## src/hw/rtl/dpl_pkg.sv

```systemverilog
// Package: shared types and constants for the dash pattern lookup unit.
package dpl_pkg;

	localparam logic [1:0] CMD_CLEAR = 2'd0;
	localparam logic [1:0] CMD_ADD   = 2'd1;
	localparam logic [1:0] CMD_QUERY = 2'd2;

	localparam int LEN_W   = 24;
	localparam int DIST_W  = 32;
	localparam int INDEX_W = 36;

	localparam logic [LEN_W-1:0]   LEN_MAX   = '1;
	localparam logic [DIST_W-1:0]  DIST_MAX  = '1;
	localparam logic [INDEX_W-1:0] INDEX_MAX = '1;

	// controller -> datapath commands
	typedef struct packed {
		logic load;       // capture input transaction
		logic add_exec;   // perform table add
		logic div_init;   // start modulo
		logic div_step;   // one quotient bit
		logic srch_init;  // start search
		logic srch_step;  // one search step
		logic fin_query;  // compute query result
		logic fin_other;  // compute clear/add/unused result
		logic out_take;   // output register consumed
	} dpl_cmd_t;

	// datapath -> controller status
	typedef struct packed {
		logic div_done;
		logic srch_done;
		logic zero_len;   // pattern length is zero
		logic empty;
		logic is_query;
		logic out_full;
	} dpl_sts_t;

endpackage

```

## src/hw/rtl/dash_pattern_lookup_unit.sv

```systemverilog
// Top level: dash pattern table with modulo-and-search distance lookup.
// Sequence from acceptance to out_valid: clear/add and an empty-table query finish in dispatch;
//   other queries run dispatch, the modulo steps, a handoff, the search steps and the result
//   write; a zero-length pattern skips the modulo. Dispatch waits for a free output.
// Throughput: one transaction at a time; a new one is captured only once the controller is idle.
// Reset: arst_n clears the entry count, the controller and the output valid.
module dash_pattern_lookup_unit #(
	parameter int MAX_DASHES = 16
) (
	input  logic         clk,
	input  logic         arst_n,
	// input channel
	input  logic         in_valid,
	output logic         in_stall,
	input  logic [1:0]   command,
	input  logic [23:0]  draw_length,
	input  logic [23:0]  skip_length,
	input  logic [31:0]  distance,
	// output channel
	output logic         out_valid,
	input  logic         out_stall,
	output logic         inside_draw,
	output logic [35:0]  dash_index,
	output logic         status
);
	import dpl_pkg::*;

	dpl_cmd_t cmd;
	dpl_sts_t sts;

	// Controller: one transaction in flight; result held until the
	// downstream side takes it, the next transaction can be captured
	// meanwhile.
	dpl_ctrl u_ctrl (
		.clk       (clk),
		.arst_n    (arst_n),
		.in_valid  (in_valid),
		.in_stall  (in_stall),
		.out_stall (out_stall),
		.out_valid (out_valid),
		.sts       (sts),
		.cmd       (cmd)
	);

	// Datapath: table storage, modulo by pattern length, binary search.
	dpl_datapath #(
		.MAX_DASHES (MAX_DASHES)
	) u_dp (
		.clk         (clk),
		.arst_n      (arst_n),
		.cmd         (cmd),
		.sts         (sts),
		.command     (command),
		.draw_length (draw_length),
		.skip_length (skip_length),
		.distance    (distance),
		.inside_draw (inside_draw),
		.dash_index  (dash_index),
		.status      (status)
	);

endmodule

```

## src/hw/rtl/dpl_datapath.sv

```systemverilog
// Datapath: dash table, shift-subtract modulo, binary search and output register.
module dpl_datapath #(
	parameter int MAX_DASHES = 16
) (
	input  logic                      clk,
	input  logic                      arst_n,
	input  dpl_pkg::dpl_cmd_t         cmd,
	output dpl_pkg::dpl_sts_t         sts,
	input  logic [1:0]                command,
	input  logic [dpl_pkg::LEN_W-1:0] draw_length,
	input  logic [dpl_pkg::LEN_W-1:0] skip_length,
	input  logic [dpl_pkg::DIST_W-1:0] distance,
	output logic                      inside_draw,
	output logic [dpl_pkg::INDEX_W-1:0] dash_index,
	output logic                      status
);
	import dpl_pkg::*;

	localparam int IDX_W = (MAX_DASHES > 1) ? $clog2(MAX_DASHES) : 1;
	localparam int CNT_W = $clog2(MAX_DASHES + 1);
	localparam int QC_W  = 6;

	logic [DIST_W-1:0] start_mem [MAX_DASHES];
	logic [LEN_W-1:0]  draw_mem  [MAX_DASHES];
	logic [LEN_W-1:0]  skip_mem  [MAX_DASHES];
	logic [DIST_W-1:0] end_mem   [MAX_DASHES];

	logic [CNT_W-1:0]  count_q;
	logic [DIST_W-1:0] plen_q;      // end of last entry
	logic [LEN_W-1:0]  last_skip_q;
	logic [LEN_W-1:0]  last_draw_q;

	logic [1:0]        cmd_q;
	logic [LEN_W-1:0]  draw_q, skip_q;
	logic [DIST_W-1:0] quo_q;        // dividend shifts out, quotient shifts in
	logic [DIST_W:0]   rem_q;
	logic [QC_W-1:0]   bit_q;
	logic [CNT_W-1:0]  lo_q, hi_q;
	logic              out_full_q;

	// read port, combinational address select through mid from the registered bounds
	logic [CNT_W-1:0]  mid;
	logic [IDX_W-1:0]  rd_addr;
	logic [DIST_W-1:0] rd_end;
	logic [IDX_W-1:0]  last_idx;
	logic [IDX_W-1:0]  new_idx;

	assign mid     = lo_q + ((hi_q - lo_q) >> 1);
	assign rd_addr = mid[IDX_W-1:0];
	assign rd_end  = end_mem[rd_addr];
	assign last_idx = IDX_W'(count_q - CNT_W'(1));
	assign new_idx  = count_q[IDX_W-1:0];

	logic merge;
	assign merge = (count_q != '0) && (last_skip_q == '0);

	logic [DIST_W:0]   sum_end;
	logic [LEN_W:0]    sum_draw, sum_skip;
	logic [LEN_W:0]    step;
	logic [DIST_W-1:0] sat_end;
	assign step     = {1'b0, draw_q} + {1'b0, skip_q};
	assign sum_end  = {1'b0, plen_q} + {{(DIST_W-LEN_W){1'b0}}, step};
	assign sat_end  = sum_end[DIST_W] ? DIST_MAX : sum_end[DIST_W-1:0];
	assign sum_draw = {1'b0, last_draw_q} + {1'b0, draw_q};
	assign sum_skip = {1'b0, last_skip_q} + {1'b0, skip_q};

	// table writes
	always_ff @(posedge clk) begin
		if (cmd.add_exec && cmd_q == CMD_ADD) begin
			if (merge) begin
				draw_mem[last_idx] <= sum_draw[LEN_W] ? LEN_MAX : sum_draw[LEN_W-1:0];
				skip_mem[last_idx] <= sum_skip[LEN_W] ? LEN_MAX : sum_skip[LEN_W-1:0];
				end_mem[last_idx]  <= sat_end;
			end else if (count_q < CNT_W'(MAX_DASHES)) begin
				start_mem[new_idx] <= plen_q;
				draw_mem[new_idx]  <= draw_q;
				skip_mem[new_idx]  <= skip_q;
				end_mem[new_idx]   <= sat_end;
			end
		end
	end

	always_ff @(posedge clk or negedge arst_n) begin
		if (!arst_n) begin
			count_q     <= '0;
			plen_q      <= '0;
			last_skip_q <= '0;
			last_draw_q <= '0;
		end else if (cmd.add_exec) begin
			if (cmd_q == CMD_CLEAR) begin
				count_q <= '0;
				plen_q  <= '0;
			end else if (cmd_q == CMD_ADD) begin
				if (merge) begin
					last_draw_q <= sum_draw[LEN_W] ? LEN_MAX : sum_draw[LEN_W-1:0];
					last_skip_q <= sum_skip[LEN_W] ? LEN_MAX : sum_skip[LEN_W-1:0];
					plen_q      <= sat_end;
				end else if (count_q < CNT_W'(MAX_DASHES)) begin
					last_draw_q <= draw_q;
					last_skip_q <= skip_q;
					plen_q      <= sat_end;
					count_q     <= count_q + CNT_W'(1);
				end
			end
		end
	end

	// capture, modulo and search
	logic [DIST_W:0] rem_sh;
	logic [DIST_W:0] rem_sub;
	assign rem_sh  = {rem_q[DIST_W-1:0], quo_q[DIST_W-1]};
	assign rem_sub = rem_sh - {1'b0, plen_q};

	always_ff @(posedge clk) begin
		if (cmd.load) begin
			cmd_q  <= command;
			draw_q <= draw_length;
			skip_q <= skip_length;
			quo_q  <= distance;
		end
		if (cmd.div_init) begin
			rem_q <= '0;
			bit_q <= '0;
		end else if (cmd.div_step) begin
			if (!rem_sub[DIST_W]) begin
				rem_q <= rem_sub;
				quo_q <= {quo_q[DIST_W-2:0], 1'b1};
			end else begin
				rem_q <= rem_sh;
				quo_q <= {quo_q[DIST_W-2:0], 1'b0};
			end
			bit_q <= bit_q + QC_W'(1);
		end
		if (cmd.srch_init) begin
			lo_q <= '0;
			hi_q <= count_q;
			// zero-length pattern: search raw distance, cycle 0
			if (plen_q == '0)
				rem_q <= {1'b0, quo_q};
		end else if (cmd.srch_step && lo_q < hi_q) begin
			if (rd_end < rem_q[DIST_W-1:0])
				lo_q <= mid + CNT_W'(1);
			else
				hi_q <= mid;
		end
	end

	// result
	logic [DIST_W-1:0]      cyc;
	logic [DIST_W+CNT_W-1:0] prod;
	logic [DIST_W+CNT_W:0]   idx_sum;
	logic [DIST_W:0]         in_sum;
	logic [IDX_W-1:0]        pos;
	assign cyc     = (plen_q == '0) ? '0 : quo_q;
	assign prod    = cyc * count_q;
	assign idx_sum = {1'b0, prod} + (DIST_W+CNT_W+1)'(lo_q);
	assign pos     = lo_q[IDX_W-1:0];
	assign in_sum  = {1'b0, start_mem[pos]} + (DIST_W+1)'(draw_mem[pos]);

	always_ff @(posedge clk or negedge arst_n) begin
		if (!arst_n) begin
			out_full_q <= 1'b0;
		end else if (cmd.fin_query || cmd.fin_other) begin
			out_full_q <= 1'b1;
		end else if (cmd.out_take) begin
			out_full_q <= 1'b0;
		end
	end

	always_ff @(posedge clk) begin
		if (cmd.fin_query) begin
			status <= 1'b0;
			if (count_q == '0) begin
				inside_draw <= 1'b1;
				dash_index  <= '0;
			end else begin
				inside_draw <= (plen_q == '0) || (lo_q >= count_q) ||
					(in_sum >= rem_q);
				if ((DIST_W+CNT_W+1) > INDEX_W &&
				    (idx_sum >> INDEX_W) != '0)
					dash_index <= INDEX_MAX;
				else
					dash_index <= INDEX_W'(idx_sum);
			end
		end else if (cmd.fin_other) begin
			inside_draw <= 1'b0;
			dash_index  <= '0;
			status      <= (cmd_q == CMD_ADD) && !merge &&
				(count_q >= CNT_W'(MAX_DASHES));
		end
	end

	// last modulo step; the controller steps every cycle while dividing
	assign sts.div_done  = (bit_q == QC_W'(DIST_W - 1));
	assign sts.srch_done = !(lo_q < hi_q);
	assign sts.zero_len  = (plen_q == '0);
	assign sts.empty     = (count_q == '0);
	assign sts.is_query  = (cmd_q == CMD_QUERY);
	assign sts.out_full  = out_full_q;

endmodule

```

## src/hw/rtl/dpl_ctrl.sv

```systemverilog
// Controller: sequences capture, modulo, search and result for each transaction.
module dpl_ctrl (
	input  logic              clk,
	input  logic              arst_n,
	input  logic              in_valid,
	output logic              in_stall,
	input  logic              out_stall,
	output logic              out_valid,
	input  dpl_pkg::dpl_sts_t sts,
	output dpl_pkg::dpl_cmd_t cmd
);
	import dpl_pkg::*;

	localparam logic [2:0] ST_IDLE = 3'd0;
	localparam logic [2:0] ST_DISP = 3'd1;
	localparam logic [2:0] ST_DIV  = 3'd2;
	localparam logic [2:0] ST_SRCH = 3'd3;
	localparam logic [2:0] ST_FIN  = 3'd4;

	logic [2:0] state_q, state_d;
	logic       take;

	assign out_valid = sts.out_full;
	assign take      = sts.out_full && !out_stall;
	assign in_stall  = (state_q != ST_IDLE);

	always_comb begin
		cmd       = '0;
		state_d   = state_q;
		cmd.out_take = take;
		case (state_q)
			ST_IDLE: begin
				if (in_valid) begin
					cmd.load = 1'b1;
					state_d  = ST_DISP;
				end
			end
			ST_DISP: begin
				// the output register must be free before a result is written
				if (!sts.out_full || take) begin
					if (!sts.is_query) begin
						cmd.add_exec  = 1'b1;
						cmd.fin_other = 1'b1;
						state_d       = ST_IDLE;
					end else if (sts.empty) begin
						cmd.fin_query = 1'b1;
						state_d       = ST_IDLE;
					end else if (sts.zero_len) begin
						cmd.srch_init = 1'b1;
						state_d       = ST_SRCH;
					end else begin
						cmd.div_init = 1'b1;
						state_d      = ST_DIV;
					end
				end
			end
			ST_DIV: begin
				cmd.div_step = 1'b1;
				if (sts.div_done)
					state_d = ST_FIN;
			end
			ST_FIN: begin
				cmd.srch_init = 1'b1;
				state_d       = ST_SRCH;
			end
			ST_SRCH: begin
				if (sts.srch_done) begin
					cmd.fin_query = 1'b1;
					state_d       = ST_IDLE;
				end else begin
					cmd.srch_step = 1'b1;
				end
			end
			default: state_d = ST_IDLE;
		endcase
	end

	always_ff @(posedge clk or negedge arst_n) begin
		if (!arst_n) begin
			state_q <= ST_IDLE;
		end else begin
			state_q <= state_d;
		end
	end

endmodule

```

## config.mk

```make
export PLATFORM = sky130hd
export DESIGN_NAME = dash_pattern_lookup_unit
export DESIGN_NICKNAME = d
export VERILOG_FILES = /design/src/hw/rtl/dpl_pkg.sv /design/src/hw/rtl/dash_pattern_lookup_unit.sv /design/src/hw/rtl/dpl_datapath.sv /design/src/hw/rtl/dpl_ctrl.sv
export SDC_FILE = /design/constraint.sdc
export NUM_CORES = 2
export LEC_CHECK = 0
export BUFFER_PORTS_ARGS = -buffer_cell sky130_fd_sc_hd__buf_2
export CORE_ASPECT_RATIO = 0.75
export CORE_MARGIN = 1
export CORE_UTILIZATION = 50
export DETAILED_ROUTE_END_ITERATION = 10
export GPL_ROUTABILITY_DRIVEN = 0
export PLACE_DENSITY = 0.74
export SYNTH_ARGS = -nofsm -noshare
export SYNTH_HDL_FRONTEND = slang
export SYNTH_HIERARCHICAL = 1
export SYNTH_SLANG_ARGS = --single-unit
```

## constraint.sdc

```tcl
create_clock -name clk -period 17.7 [get_ports clk]
set_input_delay 1.77 -clock clk [delete_from_list [all_inputs] [get_ports clk]]
set_output_delay 1.77 -clock clk [all_outputs]
set_load 0.01 [all_outputs]
```

## Word-level counts from Yosys, hierarchy flattened

Memory sizes are Yosys's and may differ from the RTL's. A register that Yosys moved wholly into a read port is not among the register bits.
Index checks and enable logic that the tools add are counted.

| cells by class | value |
|---|---|
| $add $sub $neg | 13 |
| magnitude comparators | 6 |
| equality and inequality tests | 13 |
| bitwise operators | 1 |
| $mul | 1 |
| mux-type cells | 84 |
| reductions and logical operators | 36 |

Operator list:

| kind | number |
|---|---|
| $mux W32 | 10 |
| $mux W24 | 7 |
| $mux W33 | 5 |
| $mux W36 | 4 |
| $add A24 B24 Y25 | 3 |
| $add A37 B5 Y38 | 1 |
| $reduce_bool A38 Y1 | 1 |
| $mul A32 B5 Y37 | 1 |
| $mux W5 | 7 |
| $add A32 B24 Y33 | 1 |
| $add A32 B25 Y33 | 1 |
| $ge A33 B33 Y1 | 1 |
| $mux W1 | 33 |
| $sub A33 B32 Y33 | 1 |
| $logic_not A32 Y1 | 1 |
| $lt A32 B32 Y1 | 1 |
| $reduce_or A32 Y1 | 1 |
| $logic_not A24 Y1 | 1 |
| $mux W4 | 6 |
| $reduce_or A24 Y1 | 1 |
| $mux W3 | 5 |
| $pmux W3 S5 | 1 |
| $reduce_and A4 Y1 | 3 |
| $reduce_bool A2 Y1 | 6 |
| 30 further kinds | 52 |

| word-level totals | value |
|---|---|
| memories | 3 |
| logic and storage cells | 174 |
| output and inout bits | 40 |
| memory bits (writable) | 1408 |
| flip-flop bits (word level) | 258 |

Memories:

| memory | depth | width | read ports | clocked after Yosys merged registers in | wr ports | line | text |
|---|---|---|---|---|---|---|---|
| u_dp.end_mem | 16 | 32 | 1 | 0 | 1 | dpl_datapath.sv:26 | `logic [DIST_W-1:0] end_mem [MAX_DASHES];` |
| u_dp.start_mem | 16 | 32 | 1 | 1 | 1 | dpl_datapath.sv:23 | `logic [DIST_W-1:0] start_mem [MAX_DASHES];` |
| u_dp.draw_mem | 16 | 24 | 1 | 1 | 1 | dpl_datapath.sv:24 | `logic [LEN_W-1:0] draw_mem [MAX_DASHES];` |

## Longest topological paths before layout

| depth | value |
|---|---|
| word-level depth | 11 |
| mapped depth | 29 |
| mapped depth without buffers | 23 |

## By module

The synthesis kept the hierarchy.

Modules (own cells, without submodules):

| module | cells an instance | area an instance (um2) | sequential area each (um2) | times used |
|---|---|---|---|---|
| dpl_datapath | 5017 | 78778.1 | 48816.8 | 1 |
| dpl_ctrl | 35 | 305.3 | 75.1 | 1 |

## Worst setup path after synthesis

Ideal clock, no wire load.

| path | value |
|---|---|
| path kind | flip-flop to flip-flop |
| start point | reg with a tool-made name |
| end point | reg u_dp.inside_draw, data pin |
| arrival | 6.090 ns |
| path buffers | 6 |
| slack | 11.350 ns |
| required time | 17.440 ns |
| cell stages (with the launch flop) | 28 |
| period minus slack after synthesis | 6.350 ns |
| cell sequence | dfxtp_1 -> buf_4 -> buf_6 -> buf_6 -> buf_4 -> buf_1 -> buf_2 -> mux4_2 -> mux4_2 -> ha_1 -> fa_1 -> a21o_1 -> a21oi_1 -> o21ai_0 -> o211ai_1 -> o31ai_2 -> a221oi_1 -> inv_1 -> a21oi_1 -> xnor2_1 -> ha_1 -> a21o_1 -> a21o_1 -> a21o_1 -> a21o_1 -> a21oi_1 -> o211a_1 -> o41ai_1 |

RTL lines:

| item | line | text |
|---|---|---|
| to (signal assigned) | dpl_datapath.sv:177 | `inside_draw <= (plen_q == '0) \|\| (lo_q >= count_q) \|\|` |
| to (decl) | dpl_datapath.sv:13 | `output logic inside_draw,` |

==> flow_metrics.tcl <==
set metrics [dict create \
    status "finished clean" \
    critPathMaxFanout 36 \
    post-route-min-period_ns 8.25 \
    die_area_sq_um 160000 \
    finalClockSkew_ns 0.0508 \
    synth_area_per_cell_sq_um 15.7 \
    ioPinCount 126 \
    initial_core_util_pct 50.7 \
    hp-class "register to register" \
    die_h_um 346 \
    wl_met3_mm 29.3 \
    hold_viol_final 0 \
    die_x_um 461 \
    placed_cells 7148 \
    critPathCaptureType "register" \
    vias 47600 \
    post_cts_buffers 0 \
    core_area_sq_um 156000 \
    timing.hold.ws_ns 0.492 \
    rsz0062_at_grt "no" \
    critPathKind "register to register" \
    yosysWarnings 6 \
    critPathRequiredTime_ns 18.18 \
    fin_crit_sh_pct 46.6 \
    viasPerCell 6.41 \
    first_global_vias 46300 \
    routed-wl-met2_mm 92.0 \
    row_count 125 \
    final_cells 7425 \
    drt-wirelength-per-cell_um 28.9 \
    setup_violations 0 \
    finalMaxSlewViolations 0 \
    setup-tns-final_ns 0 \
    ys_seq_area_share_pct 61.8 \
    crit_chain "nor4_1 -> nand4_1 -> nor3_2 -> nor2_1 -> buf_4 -> and2_1 -> fa_1 -> fa_1 -> fa_1 -> ha_1 -> o21ai_0 -> a21oi_1 -> a211oi_2 -> a21oi_1 -> a31oi_1 -> o31a_1 -> nand3_1 -> mux2i_4 -> a21oi_1" \
    wirelength_mm 215 \
    syn_area_sq_um 79100 \
    h-tree-depth 4 \
    preCtsSetupSlack_ns 9.62 \
    worst-slew-pin-transition_ns 1.35 \
    synth_fp_nets 5553 \
    cp.arrival_ns 8.73 \
    antenna_left 0 \
    max_stage_delay_ns 0.85 \
    layout.nets 5708 \
    track_usage_pct 27.0 \
    synth-main-ff-cell "edfxtp_1" \
    cts_buffers 151 \
    synth_edf_count 1500 \
    area_growth_pct 10.5 \
    insertion_delay_ns 0.84 \
    start_kind "register" \
    clock_sinks 1670 \
    fmax_ghz 0.121 \
    hpwlAfterDp_mm 136 \
    drive_gt1_share_pct 18.4 \
    setup_ws_ns 9.45 \
    cts-root-buf "clkbuf_16" \
    layout.cells.most_common "edfxtp_1" \
    drc 0 \
    max-cap-violations 0 \
    slew_headroom_pct 9.80 \
    clkTransAtPathRegs_ns 0.06 \
    ys_ff_latch 1670 \
    grt-ovfl-total 0 \
    cts_resized 0 \
    firstDrtPassIters 6 \
    numPortBuffers 125 \
    top_layer "met5" \
    layout_common_cells "edfxtp_1 (1,500), mux4_2 (439), inv_1 (297)" \
    grt_max_degree 83 \
    postCtsHoldBufs 0 \
    ys_async_sr_fraction_pct 5.33 \
    ys_types 91 \
    clock_path_buffers 3 \
    crit_slowest_cell "mux2i_4" \
    antenna_found_initial 7 \
    synth_cells 5052 \
    cts_tree "built" \
    first_iter_violations 7187 \
    grt_pass1_wl_mm 314 \
    wl_met1_mm 87.4 \
    cp_top_family "simple AND/OR/NAND/NOR gates" \
    cp.buffers_inverters 1 \
]
[area by class of cell]
class | instances | area (sq um)
Multi-Input combinational cell | 2864 | 28500
Timing Repair Buffer | 223 | 1380
Clock buffer | 186 | 3990
Tap cell | 2095 | 2620
Clock inverter | 88 | 927
Inverter | 297 | 1110
Sequential cell | 1670 | 48900
Fill cell | 11800 | 68500
Antenna cell | 2 | 5.00
[synth_stat cells, types with 47 or more instances]
cell	instances	area, sq um
edfxtp_1	1500	45000
mux4_2	439	9890
inv_1	297	1110
ha_1	289	3620
nand2_1	267	1000
a21oi_1	242	1210
o21ai_0	201	1010
nor2_1	190	713
and2_1	154	963
clkbuf_1	149	559
fa_1	126	2520
xnor2_1	99	867
dfrtp_1	89	2230
dfxtp_1	81	1620
a21o_1	80	601
nand3_1	63	315
mux2i_1	56	561
nor3_1	55	275
xor2_1	47	412
[flip-flops by register name, indices dropped and copies added (netlist names), named ones only]
name and flops:
u_dp/end_mem 512, u_dp/start_mem 512, u_dp/draw_mem 384, u_dp/dash_index 36, u_dp/rem_q 33, u_dp/plen_q 32, u_dp/quo_q 32, u_dp/draw_q 24
u_dp/last_draw_q 24, u_dp/last_skip_q 24, u_dp/skip_q 24, u_dp/bit_q 6, u_dp/count_q 5, u_dp/hi_q 5, u_dp/lo_q 5, u_ctrl/state_q 3
u_dp/cmd_q 2, u_dp/inside_draw 1, u_dp/out_full_q 1, u_dp/status 1
[cells by family (layout without fill, tap and decap cells)]
group | count (synthesis) | in the layout | share of synthesized area, %
compound gates | 863 | 863 | 6.94
xor+xnor | 146 | 146 | 1.62
fa+ha+maj | 415 | 415 | 7.76
buf+inv | 518 | 794 | 2.62
flops | 1670 | 1670 | 61.8
mux | 503 | 503 | 13.3
other cells | 0 | 2 | 0
simple gates | 937 | 937 | 5.90
[per-stage QoR]
| step | cell area [sq um] | util (%) |
|---|---|---|
| 2_1_floorplan | 79100 | - |
| 3_3_place_gp | 82500 | 52.9 |
| 3_5_place_dp | 82500 | 52.9 |
| 4_1_cts | 87400 | 56.1 |
| 5_1_grt | 87400 | 56.1 |
| 6_report | 87400 | 56.1 |
[final timing paths]
| kind | startpoint | end | slack (ns) | depth (start not counted) |
|---|---|---|---|---|
| max in group asynchronous | arst_n | u_ctrl/state_q[0] | 15.37 | 2 |
| min in group asynchronous | arst_n | u_dp/last_skip_q[14] | 0.98 | 1 |
| setup reg to reg | u_dp/plen_q[12] | u_dp/dash_index[21] | 9.45 | 19 |
| hold / removal | u_dp/last_draw_q[6] | u_dp/last_draw_q[6] | 0.49 | 2 |
| hold reg to reg | u_dp/last_draw_q[6] | u_dp/last_draw_q[6] | 0.49 | 2 |
| setup / recovery | u_dp/plen_q[12] | u_dp/dash_index[21] | 9.45 | 19 |
[worst min-delay path, delay by kind of cell, from the launching register on]
kind / cells / cell delay [ns]
flip-flops: 1 / 0.35
AND/OR/NAND/NOR: 1 / 0.05
AO/OA/AOI/OAI: 1 / 0.06
[per-layer routing]
layer | vias to the layer above | GRT usage (%)
li1 | 19900 | -
met1 | 24200 | 40.9
met2 | 3055 | 38.0
met3 | 417 | 7.65
met4 | 12 | 7.59
met5 | - | 0.543
Power is not shown: default switching activity piles up to over one toggle a cycle in this logic, so the estimate is an artifact.
